**src/rtl/core/sfc_pkg.sv**
```systemverilog
// Shared types, constants and the CRC byte step for the sample packet framer.
`default_nettype none
package sfc_pkg;

    localparam int unsigned SFC_QUEUE_DEPTH = 2;

    localparam logic [15:0] CRC_POLY = 16'h1021;
    localparam logic [15:0] CRC_INIT = 16'hFFFF;

    localparam logic [4:0]  HDR_BYTES    = 5'd16;
    localparam logic [4:0]  SAMPLE_BYTES = 5'd2;
    localparam logic [17:0] FRAME_FIXED  = 18'd18;
    localparam logic [17:0] CAP_RESET    = 18'd131088;

    localparam logic [1:0] CFG_MAGIC_FIRST  = 2'd0;
    localparam logic [1:0] CFG_MAGIC_SECOND = 2'd1;
    localparam logic [1:0] CFG_VERSION      = 2'd2;
    localparam logic [1:0] CFG_CAPACITY     = 2'd3;

    localparam logic FUNC_START  = 1'b0;
    localparam logic FUNC_SAMPLE = 1'b1;

    typedef enum logic [1:0] {
        KIND_ERR    = 2'd0,
        KIND_START  = 2'd1,
        KIND_SAMPLE = 2'd2
    } t_kind;

    typedef struct packed {
        logic        func;
        logic [31:0] seq;
        logic [31:0] time_us;
        logic [15:0] count;
        logic [15:0] sample;
    } t_in_item;

    typedef struct packed {
        logic [7:0] data_byte;
        logic       last;
        logic       end_of_packet;
        logic       error;
    } t_out_item;

    typedef struct packed {
        logic [7:0]  magic_first;
        logic [7:0]  magic_second;
        logic [7:0]  protocol_version;
        logic [17:0] capacity_bytes;
    } t_cfg;

    typedef struct packed {
        t_kind       kind;
        logic        close;
        logic [31:0] seq;
        logic [31:0] time_us;
        logic [15:0] count;
        logic [15:0] sample;
    } t_cmd;

    function automatic logic [15:0] crc_byte(input logic [15:0] crc, input logic [7:0] b);
        logic [15:0] c;
        c = crc ^ {b, 8'h00};
        for (int i = 0; i < 8; i++) begin
            c = c[15] ? ((c << 1) ^ CRC_POLY) : (c << 1);
        end
        return c;
    endfunction

endpackage
`default_nettype wire

```
**src/rtl/core/sample_packet_framer_crc16.sv**
```systemverilog
// Top level of the sample packet framer: configuration registers and the front/back pipeline.
//
//  channel  direction  handshake              payload
//  input    in         push / full            i_in   (t_in_item)
//  result   out        empty / pop            o_out  (t_out_item)
//  config   in         i_cfg_we, i_cfg_idx    i_cfg_wdata (18 bits)
//
//  One byte leaves per cycle unless the result stalls; a sample item gives 2 bytes, a start 16,
//  an error 1, plus 2 more when the item closes the packet; the byte sequencer sets this.
//  An accepted item enters the command queue; its first byte is then registered at the output.
//  Reset is synchronous and active low; it closes any packet, empties the queue and the output.
//  A stalled result holds; the command queue (QUEUE_DEPTH items) absorbs input meanwhile.
`default_nettype none
module sample_packet_framer_crc16
    import sfc_pkg::*;
#(
    parameter int unsigned QUEUE_DEPTH = SFC_QUEUE_DEPTH
) (
    input  wire logic        i_clk,
    input  wire logic        i_rst_n,
    input  wire logic        push,
    output logic             full,
    input  wire t_in_item    i_in,
    output logic             empty,
    input  wire logic        pop,
    output t_out_item        o_out,
    input  wire logic        i_cfg_we,
    input  wire logic [1:0]  i_cfg_idx,
    input  wire logic [17:0] i_cfg_wdata
);

    t_cfg r_cfg;
    t_cmd front_cmd;
    t_cmd head_cmd;
    logic q_full;
    logic q_empty;
    logic q_pop;
    logic accept;

    assign full   = q_full;
    assign accept = push && !q_full;

    always_ff @(posedge i_clk) begin
        if (!i_rst_n) begin
            r_cfg.magic_first      <= 8'h00;
            r_cfg.magic_second     <= 8'h00;
            r_cfg.protocol_version <= 8'h00;
            r_cfg.capacity_bytes   <= CAP_RESET;
        end else if (i_cfg_we) begin
            case (i_cfg_idx)
                CFG_MAGIC_FIRST:  r_cfg.magic_first      <= i_cfg_wdata[7:0];
                CFG_MAGIC_SECOND: r_cfg.magic_second     <= i_cfg_wdata[7:0];
                CFG_VERSION:      r_cfg.protocol_version <= i_cfg_wdata[7:0];
                CFG_CAPACITY:     r_cfg.capacity_bytes   <= i_cfg_wdata;
                default:          r_cfg <= r_cfg;
            endcase
        end
    end

    sfc_front u_front (
        .i_clk    (i_clk),
        .i_rst_n  (i_rst_n),
        .i_accept (accept),
        .i_item   (i_in),
        .i_cfg    (r_cfg),
        .o_cmd    (front_cmd)
    );

    sfc_cmd_q #(
        .DEPTH (QUEUE_DEPTH)
    ) u_cmd_q (
        .i_clk   (i_clk),
        .i_rst_n (i_rst_n),
        .i_push  (accept),
        .i_cmd   (front_cmd),
        .o_full  (q_full),
        .i_pop   (q_pop),
        .o_empty (q_empty),
        .o_cmd   (head_cmd)
    );

    sfc_back u_back (
        .i_clk       (i_clk),
        .i_rst_n     (i_rst_n),
        .i_cmd_empty (q_empty),
        .i_cmd       (head_cmd),
        .i_cfg       (r_cfg),
        .o_cmd_pop   (q_pop),
        .i_pop       (pop),
        .o_empty     (empty),
        .o_out       (o_out)
    );

endmodule
`default_nettype wire

```
**src/rtl/core/sfc_front.sv**
```systemverilog
// Front end: accepts items, tracks the open packet and classifies each item.
`default_nettype none
module sfc_front
    import sfc_pkg::*;
(
    input  wire logic     i_clk,
    input  wire logic     i_rst_n,
    input  wire logic     i_accept,
    input  wire t_in_item i_item,
    input  wire t_cfg     i_cfg,
    output t_cmd          o_cmd
);

    logic        r_open;
    logic [15:0] r_left;
    logic        n_open;
    logic [15:0] n_left;
    logic [17:0] total;
    t_cmd        cmd;

    assign total = FRAME_FIXED + {1'b0, i_item.count, 1'b0};

    always_comb begin
        n_open       = r_open;
        n_left       = r_left;
        cmd.kind     = KIND_ERR;
        cmd.close    = 1'b0;
        cmd.seq      = i_item.seq;
        cmd.time_us  = i_item.time_us;
        cmd.count    = i_item.count;
        cmd.sample   = i_item.sample;
        if (i_item.func == FUNC_START) begin
            if (!r_open && (total <= i_cfg.capacity_bytes)) begin
                cmd.kind = KIND_START;
                if (i_item.count == 16'd0) begin
                    cmd.close = 1'b1;
                end else begin
                    n_open = 1'b1;
                    n_left = i_item.count;
                end
            end
        end else if (r_open) begin
            cmd.kind = KIND_SAMPLE;
            n_left   = r_left - 16'd1;
            if (r_left == 16'd1) begin
                cmd.close = 1'b1;
                n_open    = 1'b0;
            end
        end
    end

    assign o_cmd = cmd;

    always_ff @(posedge i_clk) begin
        if (!i_rst_n) begin
            r_open <= 1'b0;
            r_left <= 16'd0;
        end else if (i_accept) begin
            r_open <= n_open;
            r_left <= n_left;
        end
    end

endmodule
`default_nettype wire

```
**src/rtl/core/sfc_cmd_q.sv**
```systemverilog
// Short command queue between the front end and the byte sequencer.
`default_nettype none
module sfc_cmd_q
    import sfc_pkg::*;
#(
    parameter int unsigned DEPTH = SFC_QUEUE_DEPTH
) (
    input  wire logic i_clk,
    input  wire logic i_rst_n,
    input  wire logic i_push,
    input  wire t_cmd i_cmd,
    output logic      o_full,
    input  wire logic i_pop,
    output logic      o_empty,
    output t_cmd      o_cmd
);

    localparam int unsigned PW = (DEPTH > 1) ? $clog2(DEPTH) : 1;
    localparam int unsigned CW = $clog2(DEPTH + 1);
    localparam logic [PW-1:0] LAST_PTR = PW'(DEPTH - 1);

    t_cmd          r_slot [DEPTH];
    logic [PW-1:0] r_wr_ptr;
    logic [PW-1:0] r_rd_ptr;
    logic [CW-1:0] r_count;
    logic          do_push;
    logic          do_pop;

    assign o_full  = (r_count == CW'(DEPTH));
    assign o_empty = (r_count == '0);
    assign o_cmd   = r_slot[r_rd_ptr];
    assign do_push = i_push && !o_full;
    assign do_pop  = i_pop && !o_empty;

    always_ff @(posedge i_clk) begin
        if (do_push) begin
            r_slot[r_wr_ptr] <= i_cmd;
        end
    end

    always_ff @(posedge i_clk) begin
        if (!i_rst_n) begin
            r_wr_ptr <= '0;
            r_rd_ptr <= '0;
            r_count  <= '0;
        end else begin
            if (do_push) begin
                r_wr_ptr <= (r_wr_ptr == LAST_PTR) ? '0 : r_wr_ptr + PW'(1);
            end
            if (do_pop) begin
                r_rd_ptr <= (r_rd_ptr == LAST_PTR) ? '0 : r_rd_ptr + PW'(1);
            end
            if (do_push && !do_pop) begin
                r_count <= r_count + CW'(1);
            end else if (do_pop && !do_push) begin
                r_count <= r_count - CW'(1);
            end
        end
    end

endmodule
`default_nettype wire

```
**src/rtl/core/sfc_back.sv**
```systemverilog
// Back end: walks each command byte by byte, folds the CRC and drives the output register.
`default_nettype none
module sfc_back
    import sfc_pkg::*;
(
    input  wire logic i_clk,
    input  wire logic i_rst_n,
    input  wire logic i_cmd_empty,
    input  wire t_cmd i_cmd,
    input  wire t_cfg i_cfg,
    output logic      o_cmd_pop,
    input  wire logic i_pop,
    output logic      o_empty,
    output t_out_item o_out
);

    logic [4:0]  r_idx;
    logic [15:0] r_crc;
    logic        r_out_valid;
    t_out_item   r_out;

    logic [4:0]  base;
    logic        advance;
    logic        in_scope;
    logic        crc_hi;
    t_out_item   cur;

    assign advance = !i_cmd_empty && (!r_out_valid || i_pop);
    assign base    = (i_cmd.kind == KIND_START) ? HDR_BYTES : SAMPLE_BYTES;

    always_comb begin
        cur.data_byte     = 8'h00;
        cur.last          = 1'b0;
        cur.end_of_packet = 1'b0;
        cur.error         = 1'b0;
        in_scope          = 1'b0;
        crc_hi            = 1'b0;
        if (i_cmd.kind == KIND_ERR) begin
            cur.last  = 1'b1;
            cur.error = 1'b1;
        end else begin
            cur.last = i_cmd.close ? (r_idx == base + 5'd1) : (r_idx == base - 5'd1);
            if (r_idx == base) begin
                cur.data_byte = r_crc[7:0];
            end else if (r_idx == base + 5'd1) begin
                cur.data_byte     = r_crc[15:8];
                cur.end_of_packet = 1'b1;
                crc_hi            = 1'b1;
            end else if (i_cmd.kind == KIND_START) begin
                in_scope = (r_idx >= 5'd2);
                case (r_idx)
                    5'd0:    cur.data_byte = i_cfg.magic_first;
                    5'd1:    cur.data_byte = i_cfg.magic_second;
                    5'd2:    cur.data_byte = i_cfg.protocol_version;
                    5'd4:    cur.data_byte = i_cmd.seq[7:0];
                    5'd5:    cur.data_byte = i_cmd.seq[15:8];
                    5'd6:    cur.data_byte = i_cmd.seq[23:16];
                    5'd7:    cur.data_byte = i_cmd.seq[31:24];
                    5'd8:    cur.data_byte = i_cmd.time_us[7:0];
                    5'd9:    cur.data_byte = i_cmd.time_us[15:8];
                    5'd10:   cur.data_byte = i_cmd.time_us[23:16];
                    5'd11:   cur.data_byte = i_cmd.time_us[31:24];
                    5'd12:   cur.data_byte = i_cmd.count[7:0];
                    5'd13:   cur.data_byte = i_cmd.count[15:8];
                    default: cur.data_byte = 8'h00;
                endcase
            end else begin
                in_scope      = 1'b1;
                cur.data_byte = r_idx[0] ? i_cmd.sample[15:8] : i_cmd.sample[7:0];
            end
        end
    end

    assign o_cmd_pop = advance && cur.last;
    assign o_empty   = !r_out_valid;
    assign o_out     = r_out;

    always_ff @(posedge i_clk) begin
        if (advance) begin
            r_out <= cur;
        end
    end

    always_ff @(posedge i_clk) begin
        if (!i_rst_n) begin
            r_idx       <= 5'd0;
            r_crc       <= CRC_INIT;
            r_out_valid <= 1'b0;
        end else begin
            if (advance) begin
                r_out_valid <= 1'b1;
                r_idx       <= cur.last ? 5'd0 : r_idx + 5'd1;
                if (in_scope) begin
                    r_crc <= crc_byte(r_crc, cur.data_byte);
                end else if (crc_hi) begin
                    r_crc <= CRC_INIT;
                end
            end else if (i_pop) begin
                r_out_valid <= 1'b0;
            end
        end
    end

endmodule
`default_nettype wire

```
**config.mk**
```make
export PLATFORM = sky130hd
export DESIGN_NAME = sample_packet_framer_crc16
export DESIGN_NICKNAME = d
export VERILOG_FILES = /design/src/rtl/core/sfc_pkg.sv /design/src/rtl/core/sample_packet_framer_crc16.sv /design/src/rtl/core/sfc_front.sv /design/src/rtl/core/sfc_cmd_q.sv /design/src/rtl/core/sfc_back.sv
export SDC_FILE = /design/constraint.sdc
export NUM_CORES = 1
export LEC_CHECK = 0
export BUFFER_PORTS_ARGS = -buffer_cell sky130_fd_sc_hd__buf_2
export CAP_MARGIN = 20
export CORE_MARGIN = 10
export CORE_UTILIZATION = 33
export DETAILED_ROUTE_END_ITERATION = 7
export SYNTH_ARGS = -nofsm -noshare
export SYNTH_HDL_FRONTEND = slang
export SYNTH_SLANG_ARGS = --single-unit
export TNS_END_PERCENT = 50
```
**constraint.sdc**
```tcl
create_clock -name i_clk -period 8.9 [get_ports i_clk]
set_input_delay 1.78 -clock i_clk [delete_from_list [all_inputs] [get_ports i_clk]]
set_output_delay 1.78 -clock i_clk [all_outputs]
set_load 0.05 [all_outputs]
```
## Word-level counts from Yosys, hierarchy flattened

Memories as Yosys holds them, arrays and structs flattened. A register that Yosys moved wholly into a read port is not among the register bits.
Cells that the tools add are included.

| storage, ports and cells | value |
|---|---|
| register bits | 96 |
| bits in latches | 0 |
| bits in writable memories | 198 |
| bits in read-only memories | 0 |
| bits of input ports | 122 |
| output and inout port bits | 13 |
| memories kept | 1 |

Memory list:

| memory | depth | width | rd ports | clocked after memory_dff | wr ports | RTL line | source |
|---|---|---|---|---|---|---|---|
| u_cmd_q.r_slot | 2 | 99 | 1 | 1 | 1 | sfc_cmd_q.sv:22 | `t_cmd r_slot [DEPTH];` |

| cells by class | value |
|---|---|
| $add $sub $neg | 9 |
| multipliers | 0 |
| divide/modulo/power cells | 0 |
| order comparisons | 2 |
| eq/ne operators | 23 |
| shift-type cells | 0 |
| mux-type cells | 52 |
| bitwise operators | 9 |
| reductions and logical operators | 31 |

Operators by type and width:

| operator | number |
|---|---|
| two-way mux 13 bit | 8 |
| one-hot mux 8 bit (13 select lines) | 1 |
| two-way mux 16 bit | 6 |
| two-way mux 8 bit | 5 |
| == test 5 x 4 -> 1 bit (second input constant) | 6 |
| two-way mux 1 bit | 25 |
| inverter 3 bit | 8 |
| == test 5 x 3 -> 1 bit (second input constant) | 4 |
| adder 5 x 17 -> 18 bit (first input constant) | 1 |
| <= comparator 18 bit | 1 |
| == test 16 x 1 -> 1 bit (second input constant) | 1 |
| logical NOT 16 bit | 1 |
| subtractor 16 x 1 -> 16 bit (second input constant) | 1 |
| bitwise XOR 16 bit | 1 |
| == test 5 bit | 3 |
| adder 5 x 1 -> 5 bit (second input constant) | 2 |
| two-way mux 5 bit | 2 |
| AND reduction 2 bit | 5 |
| logical AND 1 bit | 8 |
| nonzero test 2 bit | 4 |
| == test 2 bit (second input constant) | 3 |
| logical NOT 1 bit | 6 |
| logical NOT 2 bit | 3 |
| two-way mux 2 bit | 3 |
| 15 further kinds | 18 |

## Logic depth before layout (Yosys ltp)

| depth | value |
|---|---|
| word-level depth | 25 |
| gate-level depth with buffers | 18 |
| depth with buffers taken out | 17 |

## By module

From an unflattened synthesis, not the netlist that was laid out.

| unflattened totals | value |
|---|---|
| cells, all modules | 1230 |
| area, all modules | 15115.7 um2 |

Modules (own cells, without submodules):

| module | times used | cells an instance | area an instance (um2) |
|---|---|---|---|
| sfc_cmd_q | 1 | 333 | 7405.9 |
| sfc_back | 1 | 375 | 3400.8 |
| sfc_front | 1 | 359 | 2713.9 |
| sample_packet_framer_crc16 | 1 | 163 | 1595.3 |

## Worst setup path before layout

Ideal clock, no wire load.

| path | value |
|---|---|
| path type | input to register |
| start point | in push |
| end point | mem u_cmd_q.r_slot[0][0] (netlist bit), enable pin |
| library setup time | 0.569 ns |
| data arrival time | 6.445 ns |
| required time | 8.331 ns |
| slack | 1.886 ns |
| cell stages on the path | 3 |
| path buffers | 1 |
| cell sequence | and2_1 clkbuf_1 nor2b_1 |

| on the way | value |
|---|---|
| longest elaborated chain between the ends | 4 |

RTL lines:

| element | RTL line | source |
|---|---|---|
| start: declaration | sample_packet_framer_crc16.sv:21 | `input wire logic push,` |
| logical AND 1 bit | sample_packet_framer_crc16.sv:41 | `assign accept = push && !q_full;` |
| logical AND 1 bit | sfc_cmd_q.sv:32 | `assign do_push = i_push && !o_full;` |
| via u_cmd_q.do_push | sfc_cmd_q.sv:26 | `logic do_push;` |
| two-way mux 1 bit | sfc_cmd_q.sv:36 | `if (do_push) begin` |
| two-way mux 1 bit (implied by the code) | sfc_cmd_q.sv:37 | `r_slot[r_wr_ptr] <= i_cmd;` |
| end: declaration | sfc_cmd_q.sv:22 |  |

The timed path passes the listed nets, and every way through them passes these cells.

## Worst setup path after layout

| path | value |
|---|---|
| start point | in i_in[17] (netlist bit) |
| end point | reg u_front.r_left[9] |

| on the way | value |
|---|---|
| longest elaborated chain between the ends | 5 |
| elaborated cells on any way between the ends | 7 |

RTL lines:

| element | RTL line | source |
|---|---|---|
| start: declaration | sample_packet_framer_crc16.sv:23 | `input wire t_in_item i_in,` |
| adder 5 x 17 -> 18 bit | sfc_front.sv:21 | `assign total = FRAME_FIXED + {1'b0, i_item.count, 1'b0};` |
| <= comparator 18 bit | sfc_front.sv:33 | `if (!r_open && (total <= i_cfg.capacity_bytes)) begin` |
| logical AND 1 bit | sfc_front.sv:33 |  |
| nonzero test 2 bit (no source line) | - |  |
| AND reduction 4 bit (no source line) (*) | - |  |
| end signal: assignment | sfc_front.sv:60 | `r_left <= n_left;` |
| end: declaration | sfc_front.sv:15 | `logic [15:0] r_left;` |

Mark *: on every way between the ends. The rest lies on a longest branch, timed or not.
A chain may end at the register's enable or synchronous reset.

==> results.yml <==
global_routing:
  grt_pass1_wl_mm: 52.7
  use_met1: 0.175
  grt_use_total: 0.144
  top_usage_layer: "met2"
  met2_usage: 0.237
  grt_pass1_vias: 8656
  grtUsageMet3: 0.0391
  grt_max_degree: 54
  antenna_found_initial: 7
  overflow: 0
timing:
  grt_setup_unrepaired: "no"
  fin_crit_sh: 0.567
  fmax_mhz: 198
  slew-limit-headroom: 0.344
  setup_viol: 0
  finalSetupTns_ns: 0
  fin_skew_ns: 0.0146
  final-max-slew-violation-count: 0
  period_minus_slack_ns: 5.05
  hold_viol_final: 0
  fin_ws_ns: 3.85
  tightest_slew_ns: 0.960
floorplan:
  die_y_um: 220
  dieArea_um2: 48300
  initial_utilization: 0.332
  row_count: 73
  coreArea_um2: 39600
  ioPinCount: 135
  die_w_um: 220
cells_and_area:
  area_growth_pct: 17.7
  drive_gt1_frac: 0.216
  stdcell_area_um2: 15500
  fin_nets: 1297
routing:
  drt_pass1_iterations: 5
  drtIter0Drc: 560
  drt-vias-per-instance: 5.03
  final_antenna_net_count: 0
  drcViolationCount: 0
  avgRoutedWirePerCell_um: 20.7
  vias: 8577
  wl_mm: 35.3
synth:
  ys_ff_latch: 295
  yosysTopAreaCell: "edfxtp_1"
  synth.top_cell.area_share: 0.477
  synth.distinct_cells: 80
  ys.flop_type: "edfxtp_1"
  synth_nets: 1168
  async_reset_ff_frac: 0
  syn_area_um2: 13200
  synth_seq_area_share: 0.607
  syn_inst: 1020
  synth_edf_count: 209
  yosys_warnings: 0
  yosys-top-cells-area: "edfxtp_1 48%, dfxtp_1 13%, mux2i_1 8.3%, nor2_1 2.7%, ha_1 2.5%"
  avgSynthCellArea_um2: 12.9
worst_setup_path:
  worstPathRequired_ns: 9.30
  r2r-start: "u_back.r_idx[1]"
  critPathKind: "input pin to flip-flop"
  cp_max_fo: 26
  startpoint_type: "input pin"
  r2r_end: "u_back.r_crc[15]"
  r2r_slack_ns: 4.84
  arrival_ns: 5.45
  r2r_cells: 11
  end_kind: "flip-flop"
min_path:
  whs_endpoint: "r_cfg[2]"
  worstHoldStart: "r_cfg[2]"
  min_path_type: "flip-flop to flip-flop"
  hold_depth: 2
placement:
  port-buffer-count: 134
  gp_congestion: 0.859
  dp_slack_ns: 3.31
  dpl_cell_area_um2: 14300
  dp_hpwl_mm: 24.6
cts:
  cts_hold_buf: 0
  cts-root-buf: "clkbuf_16"
  cts_tree: "yes"
  cts_buffers: 34
  htreeDepth: 2
  cts_sinks: 295
  path_clk_slew_ns: 0.06
  post_cts_resized: 0
  clockBufferDepth: 3
  clk_latency_ns: 0.52
  post_cts_buffers: 0
power_and_ir_drop:
  p_per_area_nw_per_um2: 301
  leakage_nw: 5.58
  peakVddDrop_uv: 117
outcome:
  status: "finished clean"
job:
  drv_cap: 0
## worst max path at each step
stage                                 endpoint  startpoint  slack [ns]  cells past startpoint
after detailed placement    u_front.r_left[13]    i_in[17]        3.31                     18
after global routing        u_front.r_left[14]    i_in[17]        3.49                     18
after floorplan           u_cmd_q.r_slot[0][0]        push        1.89                      3
final                        u_front.r_left[9]    i_in[17]        3.85                     18
after global placement      u_front.r_left[14]    i_in[17]        3.52                     18
after CTS                   u_front.r_left[13]    i_in[17]        3.87                     18
## cells in the mapped netlist (all sizes together) (7+ instances only)
cell,instances
o22ai,38
nor4,9
mux2,8
mux2i,110
a31oi,17
mux4,8
xor2,21
a211oi,9
a21oi,45
nand3,12
nand4,11
ha,26
edfxtp,209
nor2,95
xnor2,18
nor3,10
buf,23
nand2,63
a21o,14
o21ai,21
nand4bb,8
o221a,7
clkbuf,27
inv,37
dfxtp,86
## placed cells by master, fill, tap and decap left out, drive strengths merged, types with 6 or more instances in the layout
cell type and instances:
ha 26, buf 142, o221a 7, a31oi 17, nand4bb 8, a21oi 45, nand3 12, mux2 8
nand4 11, a21o 14, mux4 8, nor2 95, inv 38, mux2i 110, clkbuf 44, nor2b 6
o22ai 38, nor3 10, edfxtp 209, nand2b 6, nor4 9, a211oi 9, clkinv 12, and3 6
dfxtp 86, xor2 21, nand2 63, o21ai 21, xnor2 18
## routing by layer
metal / share of wire / wire length, um / vias to the layer above
met4: 0.035 / 1220 / 10
met5: 0.0016 / 56 / -
met1: 0.42 / 14700 / 4182
met2: 0.48 / 17000 / 207
met3: 0.064 / 2250 / 77
li1: - / - / 4101
## kinds of logic (layout without fill, tap and decap cells)
kind of cell,Yosys count,in the layout,synth area share
AO/OA/AOI/OAI,192,192,0.101
XOR/XNOR,42,42,0.0335
adder cells (fa/ha/maj),26,26,0.0247
buffers and inverters,87,242,0.0308
flip-flops,295,295,0.607
multiplexers,126,126,0.104
other,0,4,0
AND/OR/NAND/NOR,252,252,0.0979
## flip-flops by register name, indices dropped and copies added (netlist names), named ones only
name                flops
u_cmd_q.r_slot        198
r_cfg                  42
u_back.r_crc           16
u_front.r_left         16
u_back.o_out           11
u_back.r_idx            5
u_cmd_q.r_count         2
u_back.r_out_valid      1
u_cmd_q.r_rd_ptr        1
u_cmd_q.r_wr_ptr        1
u_front.r_open          1
## where the power goes
| group | switching (mW) | leakage (nW) | internal, mW | total (mW) |
|---|---|---|---|---|
| registers | 0.107 | 2.66 | 1.75 | 1.86 |
| logic | 0.831 | 2.37 | 0.549 | 1.38 |
| clock network | 0.558 | 0.555 | 0.859 | 1.42 |
| total | 1.50 | 5.58 | 3.16 | 4.66 |
## worst max-delay path, stage by stage
cell and delay [ns]:
buf_2 0.13, ha_1 0.20, a21oi_1 0.10, nor2_1 0.17
and3_1 0.23, nor2b_1 0.25, nand3_1 0.13, xnor2_1 0.16
ha_1 0.31, a21o_1 0.12, a21o_1 0.11, a21oi_1 0.08
o211ai_1 0.11, a21oi_1 0.07, o21ai_0 0.34, a21o_1 0.65
o21ba_2 0.25, o221a_2 0.26
## metrics by stage
step	cells	hold slack [ns]	power [mW]	util
after floorplan	1020	0.432	2.94	-
after global placement	1637	0.445	3.25	0.361
after CTS	1699	0.458	4.71	0.390
after global routing	1700	0.482	4.90	0.391
final	1704	0.459	4.66	0.391
after detailed placement	1637	0.450	3.27	0.361
## cell type report
type                       count  area, um2
fill                        3830      24100
sequential                   295       8000
multi-input combinational    638       4790
clock buffer                  43        926
timing repair buffer         143        756
tap                          525        657
clock inverter                19        220
inverter                      37        139
antenna                        4       10.0
Note: power is estimated with default switching activity, not from simulation.
